**config.mk**
```make
export PLATFORM = sky130hd
export DESIGN_NAME = repeated_pulse_relay_sequencer
export DESIGN_NICKNAME = d
export VERILOG_FILES = /design/src/rprs_pkg.sv /design/src/rprs_core.sv /design/src/rprs_out_buf.sv /design/src/repeated_pulse_relay_sequencer.sv
export SDC_FILE = /design/constraint.sdc
export NUM_CORES = 1
export LEC_CHECK = 0
export BUFFER_PORTS_ARGS = -buffer_cell sky130_fd_sc_hd__buf_2
export CORE_AREA = 5 5 141 143
export DETAILED_ROUTE_END_ITERATION = 10
export DIE_AREA = 0 0 146 148
export GPL_ROUTABILITY_DRIVEN = 1
export PLACE_DENSITY_LB_ADDON = 0.25
export SETUP_SLACK_MARGIN = 0.02
export SLEW_MARGIN = 5
export SYNTH_ARGS = -nofsm -noshare
export SYNTH_HDL_FRONTEND = slang
export SYNTH_SLANG_ARGS = --single-unit
```
**constraint.sdc**
```tcl
create_clock -name clk -period 14.3 [get_ports clk]
set_clock_uncertainty 0.15 [all_clocks]
set_input_delay 2.86 -clock clk [delete_from_list [all_inputs] [get_ports clk]]
set_output_delay 2.86 -clock clk [all_outputs]
set_load 0.005 [all_outputs]
```
**src/rprs_pkg.sv**
```systemverilog
// ----------------------------------------------------------------------------
// rprs_pkg
// Types and constants of the repeated pulse relay sequencer.
// ----------------------------------------------------------------------------
package rprs_pkg;

  localparam int unsigned ADDR_W = 3;
  localparam int unsigned DATA_W = 32;

  // Register byte addresses.
  localparam logic [ADDR_W-1:0] REG_ACTIVE_HIGH = 3'd0;

  // Command codes.
  localparam logic [1:0] CMD_TICK = 2'd0;
  localparam logic [1:0] CMD_RING = 2'd1;
  localparam logic [1:0] CMD_CONT = 2'd2;
  localparam logic [1:0] CMD_STOP = 2'd3;

  typedef enum logic [1:0] {
    MODE_IDLE = 2'd0,
    MODE_CONT = 2'd1,
    MODE_RING = 2'd2,
    MODE_GAP  = 2'd3
  } mode_t;

  localparam logic [15:0] ON_MIN    = 16'd100;
  localparam logic [15:0] PHASE_MAX = 16'd60000;
  localparam logic [15:0] CNT_SAT   = 16'hFFFF;
  localparam logic [7:0]  PULSE_SAT = 8'hFF;
  localparam logic [16:0] ROUND_UP  = 17'd999;

  // floor(x / 1000) = (x * DIV_K) >> DIV_SH for any x below 2^17 used here.
  localparam logic [16:0] DIV_K  = 17'd67109;
  localparam int unsigned DIV_SH = 26;

  typedef struct packed {
    logic [1:0]  command;
    logic [15:0] duration_ms;
    logic [7:0]  repeat_count;
    logic [15:0] interval_ms;
  } in_item_t;

  typedef struct packed {
    logic       accepted;
    logic       relay_on;
    logic       pin_level;
    logic [1:0] mode_code;
    logic [5:0] remaining_seconds;
    logic       run_done;
  } out_item_t;

endpackage

```
**src/rprs_core.sv**
```systemverilog
// ----------------------------------------------------------------------------
// rprs_core
// Sequencer state and the combinational update that forms each result.
// ----------------------------------------------------------------------------
module rprs_core (
  input  logic               clk,
  input  logic               rst_n,
  input  logic               req_take,
  input  rprs_pkg::in_item_t req,
  input  logic               active_high,
  output rprs_pkg::out_item_t result
);

  rprs_pkg::mode_t mode_r, mode_nxt;
  logic        relay_r, relay_nxt;
  logic [15:0] elapsed_r, elapsed_nxt;
  logic [15:0] on_time_r, on_time_nxt;
  logic [15:0] gap_time_r, gap_time_nxt;
  logic [7:0]  wanted_r, wanted_nxt;
  logic [7:0]  done_cnt_r, done_cnt_nxt;

  logic [15:0] bumped;
  logic [7:0]  done_bumped;
  logic        ring_ok;
  logic [16:0] remain_ms;
  logic [33:0] quot_prod;

  assign bumped      = (elapsed_r != rprs_pkg::CNT_SAT) ? elapsed_r + 16'd1 : elapsed_r;
  assign done_bumped = (done_cnt_r != rprs_pkg::PULSE_SAT) ? done_cnt_r + 8'd1 : done_cnt_r;
  assign ring_ok     = (mode_r == rprs_pkg::MODE_IDLE) && (req.duration_ms != 16'd0) &&
                       (req.repeat_count != 8'd0);

  // Next state.
  always_comb begin
    mode_nxt     = mode_r;
    relay_nxt    = relay_r;
    elapsed_nxt  = elapsed_r;
    on_time_nxt  = on_time_r;
    gap_time_nxt = gap_time_r;
    wanted_nxt   = wanted_r;
    done_cnt_nxt = done_cnt_r;
    case (req.command)
      rprs_pkg::CMD_TICK: begin
        if (mode_r == rprs_pkg::MODE_RING) begin
          elapsed_nxt = bumped;
          if (bumped >= on_time_r) begin
            relay_nxt    = 1'b0;
            done_cnt_nxt = done_bumped;
            if (done_bumped >= wanted_r) begin
              mode_nxt = rprs_pkg::MODE_IDLE;
            end else begin
              mode_nxt    = rprs_pkg::MODE_GAP;
              elapsed_nxt = 16'd0;
            end
          end
        end else if (mode_r == rprs_pkg::MODE_GAP) begin
          elapsed_nxt = bumped;
          if (bumped >= gap_time_r) begin
            relay_nxt   = 1'b1;
            mode_nxt    = rprs_pkg::MODE_RING;
            elapsed_nxt = 16'd0;
          end
        end
      end
      rprs_pkg::CMD_RING: begin
        if (ring_ok) begin
          if (req.duration_ms < rprs_pkg::ON_MIN) begin
            on_time_nxt = rprs_pkg::ON_MIN;
          end else if (req.duration_ms > rprs_pkg::PHASE_MAX) begin
            on_time_nxt = rprs_pkg::PHASE_MAX;
          end else begin
            on_time_nxt = req.duration_ms;
          end
          gap_time_nxt = (req.interval_ms > rprs_pkg::PHASE_MAX) ? rprs_pkg::PHASE_MAX :
                                                                   req.interval_ms;
          wanted_nxt   = req.repeat_count;
          done_cnt_nxt = 8'd0;
          elapsed_nxt  = 16'd0;
          mode_nxt     = rprs_pkg::MODE_RING;
          relay_nxt    = 1'b1;
        end
      end
      rprs_pkg::CMD_CONT: begin
        mode_nxt  = rprs_pkg::MODE_CONT;
        relay_nxt = 1'b1;
      end
      default: begin
        mode_nxt  = rprs_pkg::MODE_IDLE;
        relay_nxt = 1'b0;
      end
    endcase
  end

  // Result fields, taken from the state this request leaves behind.
  assign remain_ms = {1'b0, on_time_nxt} - {1'b0, elapsed_nxt} + rprs_pkg::ROUND_UP;
  assign quot_prod = {17'd0, remain_ms} * {17'd0, rprs_pkg::DIV_K};

  always_comb begin
    result.accepted  = (req.command != rprs_pkg::CMD_TICK) &&
                       ((req.command != rprs_pkg::CMD_RING) || ring_ok);
    result.relay_on  = relay_nxt;
    result.pin_level = active_high ? relay_nxt : ~relay_nxt;
    result.mode_code = mode_nxt;
    if ((mode_nxt == rprs_pkg::MODE_RING) && (elapsed_nxt < on_time_nxt)) begin
      result.remaining_seconds = quot_prod[rprs_pkg::DIV_SH +: 6];
    end else begin
      result.remaining_seconds = 6'd0;
    end
    result.run_done = (req.command == rprs_pkg::CMD_TICK) &&
                      (mode_r == rprs_pkg::MODE_RING) && (mode_nxt == rprs_pkg::MODE_IDLE);
  end

  always_ff @(posedge clk) begin
    if (!rst_n) begin
      mode_r     <= rprs_pkg::MODE_IDLE;
      relay_r    <= 1'b0;
      elapsed_r  <= 16'd0;
      on_time_r  <= 16'd0;
      gap_time_r <= 16'd0;
      wanted_r   <= 8'd0;
      done_cnt_r <= 8'd0;
    end else if (req_take) begin
      mode_r     <= mode_nxt;
      relay_r    <= relay_nxt;
      elapsed_r  <= elapsed_nxt;
      on_time_r  <= on_time_nxt;
      gap_time_r <= gap_time_nxt;
      wanted_r   <= wanted_nxt;
      done_cnt_r <= done_cnt_nxt;
    end
  end

endmodule

```
**src/rprs_out_buf.sv**
```systemverilog
// ----------------------------------------------------------------------------
// rprs_out_buf
// Two-entry result buffer that keeps the request side moving while the
// result side stalls.
// ----------------------------------------------------------------------------
module rprs_out_buf (
  input  logic                clk,
  input  logic                rst_n,
  input  logic                push,
  input  rprs_pkg::out_item_t push_data,
  output logic                has_room,
  output logic                out_valid,
  input  logic                out_ready,
  output rprs_pkg::out_item_t out_data
);

  rprs_pkg::out_item_t slot_r [2];
  logic       wr_ptr_r, wr_ptr_nxt;
  logic       rd_ptr_r, rd_ptr_nxt;
  logic [1:0] count_r, count_nxt;
  logic       pop;

  assign has_room  = (count_r != 2'd2);
  assign out_valid = (count_r != 2'd0);
  assign out_data  = slot_r[rd_ptr_r];
  assign pop       = out_valid && out_ready;

  always_comb begin
    wr_ptr_nxt = push ? ~wr_ptr_r : wr_ptr_r;
    rd_ptr_nxt = pop ? ~rd_ptr_r : rd_ptr_r;
    count_nxt  = count_r + {1'b0, push} - {1'b0, pop};
  end

  always_ff @(posedge clk) begin
    if (push) begin
      slot_r[wr_ptr_r] <= push_data;
    end
  end

  always_ff @(posedge clk) begin
    if (!rst_n) begin
      wr_ptr_r <= 1'b0;
      rd_ptr_r <= 1'b0;
      count_r  <= 2'd0;
    end else begin
      wr_ptr_r <= wr_ptr_nxt;
      rd_ptr_r <= rd_ptr_nxt;
      count_r  <= count_nxt;
    end
  end

endmodule

```
**src/repeated_pulse_relay_sequencer.sv**
```systemverilog
// ----------------------------------------------------------------------------
// repeated_pulse_relay_sequencer
// Relay pulse-train sequencer driven by tick, ring, continuous and stop
// requests, with one status result per request.
// ----------------------------------------------------------------------------
//  channel | ports                          | moves
//  --------+--------------------------------+------------------------------
//  in      | in_valid, in_ready, in_data    | one command request
//  out     | out_valid, out_ready, out_data | one status result per request
//  cfg     | psel .. prdata, pready         | relay polarity register
//
// A request's result is formed combinationally and registered into a
// two-entry buffer, so a new request can enter every cycle while the buffer
// has room; the divide of the remaining on time by 1000 is a reciprocal
// multiply in the same cycle. in_ready drops only when both buffer entries
// hold untaken results. Reset is synchronous; the sequencer returns to idle
// with the relay off and the polarity register set to active high.
module repeated_pulse_relay_sequencer (
  input  logic                          clk,
  input  logic                          rst_n,
  input  logic                          in_valid,
  output logic                          in_ready,
  input  rprs_pkg::in_item_t            in_data,
  output logic                          out_valid,
  input  logic                          out_ready,
  output rprs_pkg::out_item_t           out_data,
  input  logic                          psel,
  input  logic                          penable,
  input  logic                          pwrite,
  input  logic [rprs_pkg::ADDR_W-1:0]   paddr,
  input  logic [rprs_pkg::DATA_W-1:0]   pwdata,
  output logic [rprs_pkg::DATA_W-1:0]   prdata,
  output logic                          pready
);

  logic                active_high_r, active_high_nxt;
  logic                take;
  rprs_pkg::out_item_t result;

  assign pready = 1'b1;
  assign prdata = (paddr == rprs_pkg::REG_ACTIVE_HIGH) ?
                  {{(rprs_pkg::DATA_W-1){1'b0}}, active_high_r} : '0;

  always_comb begin
    active_high_nxt = active_high_r;
    if (psel && penable && pwrite && (paddr == rprs_pkg::REG_ACTIVE_HIGH)) begin
      active_high_nxt = pwdata[0];
    end
  end

  always_ff @(posedge clk) begin
    if (!rst_n) begin
      active_high_r <= 1'b1;
    end else begin
      active_high_r <= active_high_nxt;
    end
  end

  assign take = in_valid && in_ready;

  rprs_core u_core (
    .clk         (clk),
    .rst_n       (rst_n),
    .req_take    (take),
    .req         (in_data),
    .active_high (active_high_r),
    .result      (result)
  );

  rprs_out_buf u_out_buf (
    .clk       (clk),
    .rst_n     (rst_n),
    .push      (take),
    .push_data (result),
    .has_room  (in_ready),
    .out_valid (out_valid),
    .out_ready (out_ready),
    .out_data  (out_data)
  );

endmodule

```
Word-level counts from Yosys, hierarchy flattened
Memories as Yosys holds them, arrays and structs flattened. A register that Yosys moved wholly into a read port is not among the register bits. Cells that the tools add are included.

Add/subtract/negate cells: 6. $mul: 1. Div/mod/pow operators: 0. Magnitude comparators: 7. Eq/ne operators: 12. Shift operators: 0. Multiplexer cells: 38. Bitwise logic cells: 3. Reduce and logical (&&, ||, !) cells: 23.

Operators with widths (count): 16-bit two-way mux (12); 16-bit greater-or-equal comparator (2); 16-bit greater-than comparator (second input constant) (2); 17-bit by 17-bit multiplier with 32-bit output (second input constant) (1); 8-bit two-way mux (4); 16-bit case mux with 2 select lines (1); 17-bit by 10-bit adder with 17-bit output (second input constant) (1); 16-bit by 16-bit subtractor with 17-bit output (1); 16-bit by 1-bit adder with 16-bit output (second input constant) (1); 16-bit less-than comparator (1); 16-bit by 7-bit less-than comparator with 1-bit output (second input constant) (1); 16-bit != test (second input constant) (1); 8-bit case mux with 2 select lines (1); 16-bit nonzero test (1); 2-bit two-way mux (6); 1-bit logical AND (11); 1-bit two-way mux (11); 8-bit by 1-bit adder with 8-bit output (second input constant) (1); 2-bit == test (second input constant) (4); 8-bit greater-or-equal comparator (1); 2-bit by 1-bit != test with 1-bit output (second input constant) (4); 8-bit != test (second input constant) (1); 8-bit nonzero test (1); 2-bit logical NOT (3); 13 further kinds (17).

Register bits: 72. Bits in latches: 0. Bits in writable memories: 24. ROM bits: 0. Input port bits: 84. Output and inout bits: 47. Logic and storage cells: 102. Memories kept: 1.

Memory list: u_out_buf.slot_r (words 2, bits a word 12, rd ports 1, clocked after Yosys merged registers in 1, wr ports 1, RTL line rprs_out_buf.sv:17) `rprs_pkg::out_item_t slot_r [2];`.

Logic depth before layout (Yosys ltp)
Gate-level depths: netlist of the first run.

Word-level depth: 11. Depth in mapped cells: 46. Depth with buffers taken out: 45.

Cells and area by module
Synthesis of the first run repeated with hierarchy kept, for this count alone.

Cells, all modules: 1274. Area total of the unflattened synthesis: 11318.4 um^2.

By module, submodules not included: rprs_core (instances 1, cells an instance 1171, area an instance 9894.5 um^2, seq. area each 1341.3 um^2); rprs_out_buf (instances 1, cells an instance 60, area an instance 1108.6 um^2, seq. area each 820.8 um^2); repeated_pulse_relay_sequencer (instances 1, cells an instance 43, area an instance 315.3 um^2, seq. area each 20.0 um^2).

Worst setup path after synthesis of the first run
Ideal clock, no wire load.

Path type: input-to-reg. From: input in_data[39] (netlist name). To: memory u_out_buf.slot_r[0][6] (netlist name), data pin. Library setup time: 0.266 ns. Data arrival time: 11.440 ns. Data required time: 13.884 ns. Slack: 2.444 ns. Stages on the path: 36. Path buffers: 1. Cell sequence: or4_1 or4_4 o31ai_1 inv_1 nand2_1 a21o_1 buf_2 a21oi_1 or2_2 ha_1 ha_1 a211o_1 a211oi_1 o41ai_1 nor4_1 nor3_1 a2111oi_0 xnor2_1 ha_1 fa_1 inv_1 fa_1 inv_1 fa_1 inv_1 fa_1 inv_1 ha_1 nand3_1 o31ai_1 o221ai_1 nand3b_1 o2111ai_1 a311oi_1 o21ai_0 nor3b_1.

RTL lines: from (decl) (RTL line repeated_pulse_relay_sequencer.sv:23) `input rprs_pkg::in_item_t in_data,`; to (decl) (RTL line rprs_out_buf.sv:17).

==> results by stage, run 1 <==
Layout:
- Leaving out fill and tap cells, the most frequent cell in the layout is sky130_fd_sc_hd__ha_1.
- The utilization after layout is a little over three fifths.
- In the layout the commonest cells are sky130_fd_sc_hd__ha_1, sky130_fd_sc_hd__inv_1, sky130_fd_sc_hd__nand2_1.
- Excluding fillers, the count of instances in the completed layout stands at 1529.
- The net count of the finished layout is about 1600.
- The layout overhead on the synthesized area is 6.47%.
- 0 antenna diodes ended up in the layout.
- The share of layout cells above drive strength 1 is 10.1%.

Synthesis:
- The sequential fraction of the synthesis area is 20.1%.
- A synthesized cell averages slightly below 9 um^2.
- After technology mapping, the gate count stands at ~1200.
- The predominant post-synthesis flop cell is sky130_fd_sc_hd__dfxtp_1.
- The number of distinct library cells after synthesis is 69.
- The Yosys step of the flow raised 0 warnings.
- Summing every instance area after synthesis gives between 10000 and 15000 um^2.
- Counting flops with an async set or reset pin after synthesis yields a share of 0%.
- Counting flops with a built-in enable in the synthesized netlist gives 24.
- The number of flip-flops and latches in the synthesized netlist is 97.

STA:
- The portion of the clock cycle consumed by the worst path in the final layout is roughly 92%.
- The hold violation total from the final report is 0.
- Setup repair after global routing left no endpoint under its margin.
- Timing would allow up to between 0.07 and 0.08 GHz.
- The worst slack on hold paths is 0.315 ns.
- For the pin with the worst max-slew slack, the measured transition is approximately 1.1 ns.
- The total negative slack is 0 ns.
- The post-layout minimum cycle time is about 13 ns.
- The max-slew violation total from the final report is 0.
- The final number of setup-violating endpoints is 0.
- The worst slew margin relative to its limit is around 28%.

Critical path:
- The most critical setup path has its startpoint at u_core.elapsed_r[0]$_SDFFE_PN0P_.
- The highest fanout seen on the critical path is 17.
- The standard cell with the maximum stage delay on the critical path is sky130_fd_sc_hd__a2111oi_0.
- The type of element launching the critical path is a flop.
- The maximum single-stage delay on the critical path is 0.70 ns.
- The arrival time at the worst endpoint is ~13 ns.
- For the worst flop-to-flop path, the logic depth is 43.
- The cell type with the highest occurrence count on the critical path is sky130_fd_sc_hd__ha_1.
- The nature of the critical path endpoint is a flop.
- The worst reg2reg path endpoint is u_out_buf.slot_r[0][6]$_DFFE_PP_.
- By startpoint and endpoint, the worst setup path is classified as flop to flop.
- The worst register-to-register path has a setup slack of approximately 1.1 ns.
- The worst register-to-register path begins at u_core.elapsed_r[0]$_SDFFE_PN0P_.
- The data required time of the worst path is 14.30 ns.

Detailed routing:
- The via count is around 8400.
- In the final routed layout, each cell accounts on average for 15.1 um.
- After detailed routing, the total wire length is between 20000 and 25000 um.
- The number of search-and-repair iterations in the first detailed-routing pass is 5.
- Using the TritonRoute via totals, the vias-per-cell ratio works out to roughly 5.5.
- The detail route stage leaves a number of antenna-violating nets equal to 0.
- The first-iteration detailed-routing DRC count is around 350.
- The residual DRC count is 0.

Die:
- The die covers 21600 um^2.
- The core outline area is around 18000 um^2.
- The horizontal die dimension is roughly 150 um.
- The height of the chip is roughly 150 um.
- For this design the top-level I/O count stands at around 130.
- The starting density of the core is between 50% and 60%.
- The placement row count is 50.

GRT:
- The overall track demand over capacity in global routing is 21.9%.
- For this run the aggregate overflow at the end of global routing stands at 0.
- The number of global-route vias before repair came to 8421.
- The initial antenna violation count is 0.
- The maximum number of pins on one net before global-route repair is 65.
- The wire length of the first global-routing pass is 39400 um.

Placement:
- In this run the tool buffered the top-level ports with 67 buffer cells.
- The routability-driven placement congestion ratio is between 0.8 and 0.9.
- The total placed cells including tap cells is 1513.
- After legalization and detailed placement, the total HPWL measured 18800 um.

Min path:
- The sink of the worst hold path is u_core.wanted_r[5]$_SDFFE_PN0P_.
- The startpoint identified for the worst hold timing path is u_core.wanted_r[5]$_SDFFE_PN0P_.
- The number of cells traversed by the worst hold path is 2.
- The tightest min-delay check is of the flop to flop type.

Clock tree:
- Hold repair after CTS inserted 0 buffers.
- The buffer cell driving the clock tree root is sky130_fd_sc_hd__clkbuf_16.
- The number of sinks handled by clock tree synthesis is between 90 and 100.
- The number of resized instances in the post-cts repair step is 0.
- The number of buffers added by the clock tree synthesis step is 9.
- In this run the post-CTS setup repair buffer count came out at 0.
- The clock insertion delay at the later pin of the skew report is around 0.36 ns.
- In this run the deepest clock path goes through 2 buffers.
- The CTS tree is yes.
- Clock-pin slew was measured on the worst setup and hold paths at approximately 0.070 ns.
- The count of H-tree levels built during CTS is 3.

Flow run:
- Across the run, the number of max-cap violations was 0.

Outcome:
- The flow ran to the end, and the final reports show no timing, DRC or antenna violations.
## how the worst max path moves through the flow
stage                                             to  slack, ns  depth (start not counted)
global placement    u_out_buf.slot_r[0][6]$_DFFE_PP_       1.22                         36
CTS                 u_out_buf.slot_r[0][6]$_DFFE_PP_       1.05                         43
finish              u_out_buf.slot_r[0][6]$_DFFE_PP_       1.10                         43
global route        u_out_buf.slot_r[1][6]$_DFFE_PP_        0.1                         43
detailed placement  u_out_buf.slot_r[0][6]$_DFFE_PP_       1.08                         36
floorplan           u_out_buf.slot_r[0][6]$_DFFE_PP_       2.44                         36
## per-layer routing
| metal | GRT usage [%] | part of all wire, % | routed length, um | up-vias |
|---|---|---|---|---|
| met1 | 28.3 | 46 | 10600 | 3937 |
| met3 | 2.82 | 3.6 | 838 | 25 |
| met5 | 0 | 0 | 0 | - |
| met2 | 38.7 | 49 | 11300 | 156 |
| met4 | 6.07 | 1.8 | 414 | 0 |
| li1 | - | - | - | 4298 |
## per-stage QoR
step | area, um^2 | setup WS [ns]
floorplan | 11000 | 2.44
global placement | 11300 | 1.22
detailed placement | 11300 | 1.08
CTS | 11600 | 1.05
global route | 11600 | 0.0983
finish | 11600 | 1.10
## critical path, delay by kind of cell (launching register included)
family	cells	cell delay (ns)
DFF	1	0.50
and+or+nand+nor	13	3.01
AOI/OAI and AO/OA	15	4.36
buffers and inverters	3	0.37
adders and majority gates	10	3.66
xor gates and xnor gates	2	0.96
## cell families after synthesis
family	Yosys count	share of synthesized area [%]
AND/OR/NAND/NOR	306	14.2
adder cells (fa/ha/maj)	266	33.8
buffers and inverters	263	10.4
AO/OA/AOI/OAI	237	15.7
flip-flops	97	20.1
XOR/XNOR	42	3.39
multiplexers	24	2.41
other	2	0.0692
## synthesized netlist by cell type (all sizes together), types with 12 or more instances
cell / instances / area share, %
ha: 221 / 25
inv: 199 / 6.9
nand2: 84 / 2.9
dfxtp: 73 / 13
nor2: 62 / 2.1
fa: 45 / 8.3
buf: 43 / 2.8
a21oi: 40 / 1.8
o21ai: 36 / 1.7
a22oi: 32 / 2.5
nor2b: 32 / 1.8
xnor2: 26 / 2.1
edfxtp: 24 / 6.6
nand3: 22 / 1.1
clkbuf: 21 / 0.73
nor3: 20 / 0.92
a21boi: 19 / 1.3
and2: 18 / 1.0
a22o: 17 / 1.4
mux2: 17 / 1.8
xor2: 16 / 1.3
o21a: 14 / 0.97
a21o: 13 / 0.90
a31oi: 12 / 0.69
## state kept, by name, indices dropped and copies added (netlist names), named ones only
register and cells:
active_high_r 1, u_core.done_cnt_r 8, u_core.elapsed_r 16, u_core.gap_time_r 16, u_core.mode_r 2, u_core.on_time_r 16, u_core.relay_r 1, u_core.wanted_r 8
u_out_buf.count_r 2, u_out_buf.rd_ptr_r 1, u_out_buf.slot_r 24, u_out_buf.wr_ptr_r 1
## final cells by class
class | instances | area, um^2
well taps | 234 | 293
multi-input cells | 907 | 7650
fillers | 1630 | 6900
clock buffers | 9 | 225
flip-flops and latches | 97 | 2180
clock inverters | 7 | 53.8
repair buffers | 76 | 403
inverters | 199 | 747
Power of run 1 is left out: the tool's default activity adds up to more than one toggle a clock period on the data nets, which glitch-free logic cannot reach.
==> run 2: changes to the inputs <==
Settings changed: CELL_PAD_IN_SITES_DETAIL_PLACEMENT set to 1, CELL_PAD_IN_SITES_GLOBAL_PLACEMENT set to 1, CORE_AREA 5 5 141 143 to 5 5 160 162, DIE_AREA 0 0 146 148 to 0 0 165 167.
==> run 2 against run 1 <==
  * Non-clock buffer count grew 6
  * Critical path type unchanged
  * Flip-flop and latch count is the same
  * Critical path depth grew 2
  * Sequential share of layout area shrank 0.28 points
  * Core utilization shrank 14 points
==> results by stage, run 2 (synthesis gave the netlist of run 1 again) <==
Critical path:
- The highest fanout seen on the critical path is 9 (-8).
- The arrival time at the worst endpoint is 13.12 ns (-0.08 ns).
- The critical path in this run is classified as flop to flop.
- The nature of the critical path endpoint is a flop.
- The data required time of the worst path is 14.30 ns (about the same).
- On the critical path, the stage with the largest delay is an instance of sky130_fd_sc_hd__a2111oi_0.
- The maximum single-stage delay on the critical path was 0.70 ns (about the same).
- The type of element launching the critical path is a flop.
- The cell type with the highest occurrence count on the critical path is sky130_fd_sc_hd__ha_1.

Detailed routing:
- The residual DRC count is 0 (unchanged).
- The via count was 8631 (+2.6%).
- The detailed-route wire length per cell was 16.5 um (+9.0%).
- The average vias per placed instance came to 5.31 (-3.5%).
- The number of nets with antenna violations after routing is 0 (unchanged).
- The number of search-and-repair iterations in the first detailed-routing pass came to 5 (unchanged).
- The first-iteration detailed-routing DRC count is 316 (-11%).
- The total length of routed wires is 26800 um (+16%).

Layout:
- The most frequent standard cell in the layout excluding fill and tap cells is sky130_fd_sc_hd__ha_1.
- The final-stage net count came to 1646 (+0.37%).
- The number of flip-flops in the largest register is 24 (unchanged).
- Relative to the synthesized area, the layout overhead comes to 8.08%.
- In the layout the commonest cells are sky130_fd_sc_hd__ha_1, sky130_fd_sc_hd__inv_1, sky130_fd_sc_hd__nand2_1.
- The diode insertion count for antenna repair is 0 (unchanged).
- The largest register by flop count is u_out_buf.slot_r.
- The share of layout cells above drive strength 1 is 10.5% (+0.41 points).

Clock tree:
- The CTS tree is yes.
- The number of sinks handled by clock tree synthesis is 97 (unchanged).
- The clock insertion delay at the later pin of the skew report was 0.36 ns (about the same).
- The clock transition at the registers of the reported paths is 0.08 ns (about the same).
- The number of buffers inserted for hold repair after clock tree synthesis is 0 (unchanged).
- The count of H-tree levels built during CTS came to 3 (unchanged).
- The number of buffers added by the clock tree synthesis step is 9 (unchanged).
- The number of resized instances in the post-cts repair step is 0 (unchanged).
- The post-CTS setup repair buffer count is 0 (unchanged).
- The number of buffers between clock root and the deepest sink is 2 (unchanged).
- The tree is rooted in a sky130_fd_sc_hd__clkbuf_16.

GRT:
- The maximum number of pins on one net before global-route repair is 65 (unchanged).
- The overall track demand over capacity in global routing is 20.0% (-1.9 points).
- The aggregate global routing overflow is 0 (unchanged).
- The initial antenna violation count is 0 (unchanged).
- The wire length of the first global-routing pass is 44900 um (+14%).
- The number of global-route vias before repair is 9220 (+9.5%).

Die:
- The placement row count came to 57 (+14%).
- The total die area was 27600 um^2 (+28%).
- The horizontal die dimension is 165 um (+13%).
- The core outline area was 24000 um^2 (+30%).
- The height of the chip is 167 um (+13%).
- The top-level port count was 131 (unchanged).
- The starting density of the core is 45.3% (-14 points).

Flow run:
- The number of violations of the max-capacitance limit is 0 (unchanged).

Min path:
- The path class of the tightest hold or removal check is flop to flop.

STA:
- The total negative slack came to 0 ns (unchanged).
- The final number of setup-violating endpoints is 0 (unchanged).
- The max-slew violation total from the final report came to 0 (unchanged).
- The final worst-path setup slack is 1.18 ns (+0.0832 ns).
- Setup repair after global routing left no endpoint under its margin.
- The portion of the clock cycle consumed by the worst path in the final layout is 91.7% (-0.58 points).
- The upper clock frequency limit is 0.0762 GHz (+0.63%).
- The worst slew margin relative to its limit is 23.6% (-4.9 points).
- The post-layout minimum cycle time is 13.12 ns (-0.0832 ns).
- The slew at the pin closest to its max-slew limit is 1.14 ns (+0.0728 ns).
- The hold violation total from the final report is 0 (unchanged).
- The worst slack on hold paths is 0.318 ns (+0.00331 ns).

Placement:
- The setup slack after placement is 1.07 ns (-0.00787 ns).
- The count of buffers from port buffering is 67 (unchanged).
- The detailed-placement wirelength estimate was 22300 um (+19%).
- The routability-driven placement congestion ratio came to 0.847 (-3.4%).

Outcome:
- The flow ran to the end, and the final reports show no timing, DRC or antenna violations.
## run 2: cell types whose count changed in the layout (fill, tap and decap cells not counted), sizes merged
cell	before	now
clkinv	4	2
inv	202	203
clkbuf	9	10
buf	76	82
## run 2: through the flow
stage	utilization [%]	instance area (um^2)	std cells
after floorplan	-	11000	1267
after CTS	49.0	11700	1625
after global placement	47.7	11400	1609
final	49.0	11700	1625
after detailed placement	47.7	11400	1609
after global routing	49.0	11700	1625
## run 2: routing by layer
layer | GRT usage (%) | up-vias | share of wire (%)
li1 | - | 4316 | -
met3 | 2.62 | 20 | 2.6
met4 | 4.16 | 0 | 1.7
met5 | 0 | - | 0
met2 | 35.8 | 110 | 51
met1 | 25.6 | 4185 | 45
## run 2: path summary, 6_finish.rpt
kind,start,to,slack [ns],depth (start not counted)
max,u_core.elapsed_r[0]$_SDFFE_PN0P_,u_out_buf.slot_r[0][6]$_DFFE_PP_,1.18,45
min,u_core.gap_time_r[12]$_SDFFE_PN0P_,u_core.gap_time_r[12]$_SDFFE_PN0P_,0.32,2
max reg2reg,u_core.elapsed_r[0]$_SDFFE_PN0P_,u_out_buf.slot_r[0][6]$_DFFE_PP_,1.18,45
min reg2reg,u_core.gap_time_r[12]$_SDFFE_PN0P_,u_core.gap_time_r[12]$_SDFFE_PN0P_,0.32,2
## run 2: layout make-up
class / instances / area, um^2
repair buffers: 82 / 448
multi-input cells: 907 / 7650
well taps: 324 / 405
inverters: 199 / 747
clock buffers: 10 / 239
fillers: 2895 / 12200
flip-flops and latches: 97 / 2180
clock inverters: 6 / 57.6
## run 2: worst max-delay path, delay by kind of cell, from the launching register on
| family | cells | cell delay [ns] |
|---|---|---|
| AO/OA/AOI/OAI | 14 | 4.40 |
| flip-flops | 1 | 0.51 |
| XOR/XNOR | 2 | 0.50 |
| buffers and inverters | 6 | 0.58 |
| AND/OR/NAND/NOR | 13 | 2.81 |
| adder cells (fa/ha/maj) | 10 | 3.90 |
Power of run 2 is left out for the same reason.
==> run 3: changes to the inputs <==
Settings changed: ABC_AREA set to 1, CORE_AREA 5 5 160 162 to 5 5 169 171, DIE_AREA 0 0 165 167 to 0 0 174 176.
==> run 3 against run 2 <==
  * Die area grew 11%
  * Critical endpoint is now u_out_buf.slot_r[0][5]$_DFFE_PP_
  * Register-to-register slack gained 2.1 ns
  * Count of clock-buffer cells in the layout is the same
  * Core utilization shrank 1.2 points
  * Setup slack gained 1.7 ns
  * Synthesized cell count grew 33%
  * Critical path type is now input pin to flop
  * First-iteration DRC count grew 34%
  * Area after synthesis grew 9.9%
  * Cell count grew 26%
  * Cell area grew 8.8%
  * Routed wire length grew 30%
==> results by stage, run 3 <==
Synthesis:
- The adder-cell share of the synthesized area was 30.7% (-3.0 points).
- The predominant post-synthesis flop cell is sky130_fd_sc_hd__dfxtp_1.
- By area, the combinational part of the netlist is dominated by adder cells.
- The area share of xor/xnor cells in the synthesized design was 2.40% (-0.99 points).
- The number of instances in the synthesized netlist is 1643 (+33%).
- The share of flip-flops with an asynchronous set or reset is 0% (unchanged).
- The sequential fraction of the synthesis area was 18.3% (-1.8 points).
- By area the synthesized netlist is led by sky130_fd_sc_hd__ha_1, sky130_fd_sc_hd__dfxtp_1, sky130_fd_sc_hd__nand2_1.
- The cell taking the most area after synthesis is sky130_fd_sc_hd__ha_1.
- The number of enable flip-flop cells after synthesis is 24 (unchanged).
- The post-synthesis simple-gate area fraction is 21.7% (+7.6 points).
- The post-synthesis average cell area is 7.26 um^2 (-17%).
- The number of warning messages in the yosys log was 0 (unchanged).
- Ranked by instance count, the synthesized netlist is headed by sky130_fd_sc_hd__nand2_1, sky130_fd_sc_hd__inv_1, sky130_fd_sc_hd__ha_1, sky130_fd_sc_hd__a21oi_1, sky130_fd_sc_hd__nor2_1.
- The netlist area before placement came to 11900 um^2 (+9.9%).
- The area share of the leading cell type in the synthesized netlist came to 23.2% (-2.3 points).
- The share of the synthesized area in compound gates (AO/OA/AOI/OAI) is 12.3% (-3.4 points).
- The number of distinct library cells after synthesis is 55 (-20%).
- In the post-synthesis netlist, the cell with the most instances is sky130_fd_sc_hd__nand2_1.
- The share of synthesized area spent on multiplexers is 1.13% (-1.3 points).
- The number of flip-flops and latches in the synthesized netlist is 97 (unchanged).

GRT:
- The maximum number of pins on one net before global-route repair is 40 (-38%).
- The aggregate global routing overflow is 0 (unchanged).
- The overall track demand over capacity in global routing is 22.6% (+2.6 points).
- The initial antenna violation count is 0 (unchanged).
- The number of global-route vias before repair was 11200 (+22%).
- The wire length of the first global-routing pass is 56200 um (+25%).

STA:
- The upper clock frequency limit came to 0.0878 GHz (+15%).
- The post-layout minimum cycle time is 11.39 ns (-1.72 ns).
- The hold violation total from the final report is 0 (unchanged).
- The portion of the clock cycle consumed by the worst path in the final layout was 79.7% (-12 points).
- Setup repair after global routing left no endpoint under its margin.
- The worst slew margin relative to its limit came to 24.7% (+1.1 points).
- The max-slew violation total from the final report is 0 (unchanged).
- The total negative slack is 0 ns (unchanged).
- The slew at the pin closest to its max-slew limit was 1.13 ns (-0.0168 ns).
- The final number of setup-violating endpoints was 0 (unchanged).

Layout:
- The library cells used most frequently in the layout, excluding fill and tap cells, are sky130_fd_sc_hd__nand2_1, sky130_fd_sc_hd__inv_1, sky130_fd_sc_hd__ha_1.
- The diode insertion count for antenna repair is 0 (unchanged).
- The most frequent standard cell in the layout excluding fill and tap cells is sky130_fd_sc_hd__nand2_1.
- The number of flip-flops in the largest register is 24 (unchanged).
- The final-stage net count is 2044 (+24%).
- From synthesis to final layout, the design area changed by 7.01%.
- The share of layout cells above drive strength 1 is 9.48% (-1.1 points).
- The largest register by flop count is u_out_buf.slot_r.

Clock tree:
- The CTS tree is yes.
- The number of sinks handled by clock tree synthesis was 97 (unchanged).
- The number of resized instances in the post-cts repair step is 0 (unchanged).
- The post-CTS setup repair buffer count is 0 (unchanged).
- The tree is rooted in a sky130_fd_sc_hd__clkbuf_16.
- The number of buffers between clock root and the deepest sink is 2 (unchanged).
- The number of buffers inserted for hold repair after clock tree synthesis came to 0 (unchanged).
- The clock insertion delay at the later pin of the skew report came to 0.36 ns (about the same).
- The number of buffers added by the clock tree synthesis step is 9 (unchanged).
- The count of H-tree levels built during CTS is 3 (unchanged).
- The clock transition at the registers of the reported paths is 0.08 ns (about the same).

Outcome:
- The run finished with clean final reports.

Detailed routing:
- The detailed-route wire length per cell is 17.1 um (+3.6%).
- The number of nets with antenna violations after routing came to 0 (unchanged).
- The first-iteration detailed-routing DRC count is 425 (+34%).
- The average vias per placed instance is 5.20 (-2.1%).
- The number of search-and-repair iterations in the first detailed-routing pass is 4 (-1).
- The total length of routed wires came to 34800 um (+30%).
- The residual DRC count came to 0 (unchanged).
- The via count is 10600 (+23%).

Critical path:
- In this run the critical register-to-register path is launched from u_core.elapsed_r[1]$_SDFFE_PN0P_.
- The highest fanout seen on the critical path is 15 (+6).
- The flop-to-flop setup slack is 3.33 ns (+2.15 ns).
- The most numerous cell type found on the critical path is sky130_fd_sc_hd__inv_1.
- Tracing the worst setup path back leads to its startpoint at in_data[39].
- The arrival time at the worst endpoint is 11.35 ns (-1.77 ns).
- In this run the worst setup path terminates at u_out_buf.slot_r[0][5]$_DFFE_PP_.
- The nature of the critical path endpoint is a flop.
- The number of cells traversed by the worst register-to-register path is 44 (-2.2%).
- The maximum single-stage delay on the critical path came to 0.67 ns (-0.03 ns).
- By startpoint and endpoint, the worst setup path is classified as input pin to flop.
- STA classifies the critical path startpoint as an input pin.
- The data required time of the worst path was 14.25 ns (-0.05 ns).
- The worst register-to-register path ends at u_out_buf.slot_r[0][5]$_DFFE_PP_.
- The standard cell with the maximum stage delay on the critical path is sky130_fd_sc_hd__a21boi_0.

Die:
- The total die area is 30600 um^2 (+11%).
- The top-level port count is 131 (unchanged).
- The height of the chip came to 176 um (+5.4%).
- The starting density of the core is 44.6% (-0.68 points).
- The horizontal die dimension came to 174 um (+5.5%).
- The core outline area is 26700 um^2 (+12%).
- The placement row count is 60 (+5.3%).

Placement:
- The routability-driven placement congestion ratio came to 0.871 (+2.8%).
- The detailed-placement wirelength estimate came to 29000 um (+30%).
- The count of buffers from port buffering is 67 (unchanged).

Flow run:
- The number of violations of the max-capacitance limit is 0 (unchanged).

Min path:
- The min-delay analysis places its worst path in the category flop to flop.
run 3: layout make-up:
cell class / count / area [um^2]
Sequential cell: 97 / 2180
Timing Repair Buffer: 73 / 380
Clock inverter: 6 / 65.1
Fill cell: 3497 / 14000
Multi-Input combinational cell: 1193 / 8270
Inverter: 320 / 1200
Clock buffer: 10 / 239
Tap cell: 341 / 427
run 3: logic make-up after synthesis:
logic type	after synthesis
flip-flops	97
XOR/XNOR	31
AO/OA/AOI/OAI	257
multiplexers	12
buffers and inverters	383
other	2
AND/OR/NAND/NOR	595
adder cells (fa/ha/maj)	266
run 3: critical path: cells and delay by family:
| family | cells | cell delay [ns] |
|---|---|---|
| AO/OA/AOI/OAI | 9 | 2.16 |
| XOR/XNOR | 1 | 0.59 |
| adder cells (fa/ha/maj) | 10 | 3.92 |
| buffers and inverters | 8 | 0.78 |
| AND/OR/NAND/NOR | 10 | 1.04 |
run 3: routing by layer:
layer  up-vias  wire [um]  global-route usage, %
li1       5328          -                      -
met3        61        922                   2.87
met1      5085      14400                   25.9
met5         -          0                      0
met2       139      18100                   42.6
met4         0       1390                   9.01
run 3: per-stage QoR:
stage	cell area (um^2)	utilization (%)	std cells	setup WS, ns	hold slack, ns
final	12800	47.8	2040	2.91	0.316
after floorplan	12000	-	1673	4.49	0.275
after global routing	12800	47.8	2040	2.26	0.349
after global placement	12500	46.6	2024	2.65	0.288
after CTS	12800	47.8	2040	2.88	0.319
after detailed placement	12500	46.6	2024	2.50	0.293
run 3: how the worst min path moves through the flow:
stage / start / endpoint / depth (start not counted)
after global placement: u_out_buf.rd_ptr_r$_SDFFE_PN0P_ / u_out_buf.rd_ptr_r$_SDFFE_PN0P_ / 1
final: u_core.wanted_r[4]$_SDFFE_PN0P_ / u_core.wanted_r[4]$_SDFFE_PN0P_ / 2
after global routing: u_core.on_time_r[14]$_SDFFE_PN0P_ / u_core.on_time_r[14]$_SDFFE_PN0P_ / 2
after floorplan: u_out_buf.rd_ptr_r$_SDFFE_PN0P_ / flop / 1
after CTS: u_out_buf.rd_ptr_r$_SDFFE_PN0P_ / u_out_buf.rd_ptr_r$_SDFFE_PN0P_ / 1
after detailed placement: u_out_buf.rd_ptr_r$_SDFFE_PN0P_ / flop / 1
Power of run 3 is left out for the same reason.
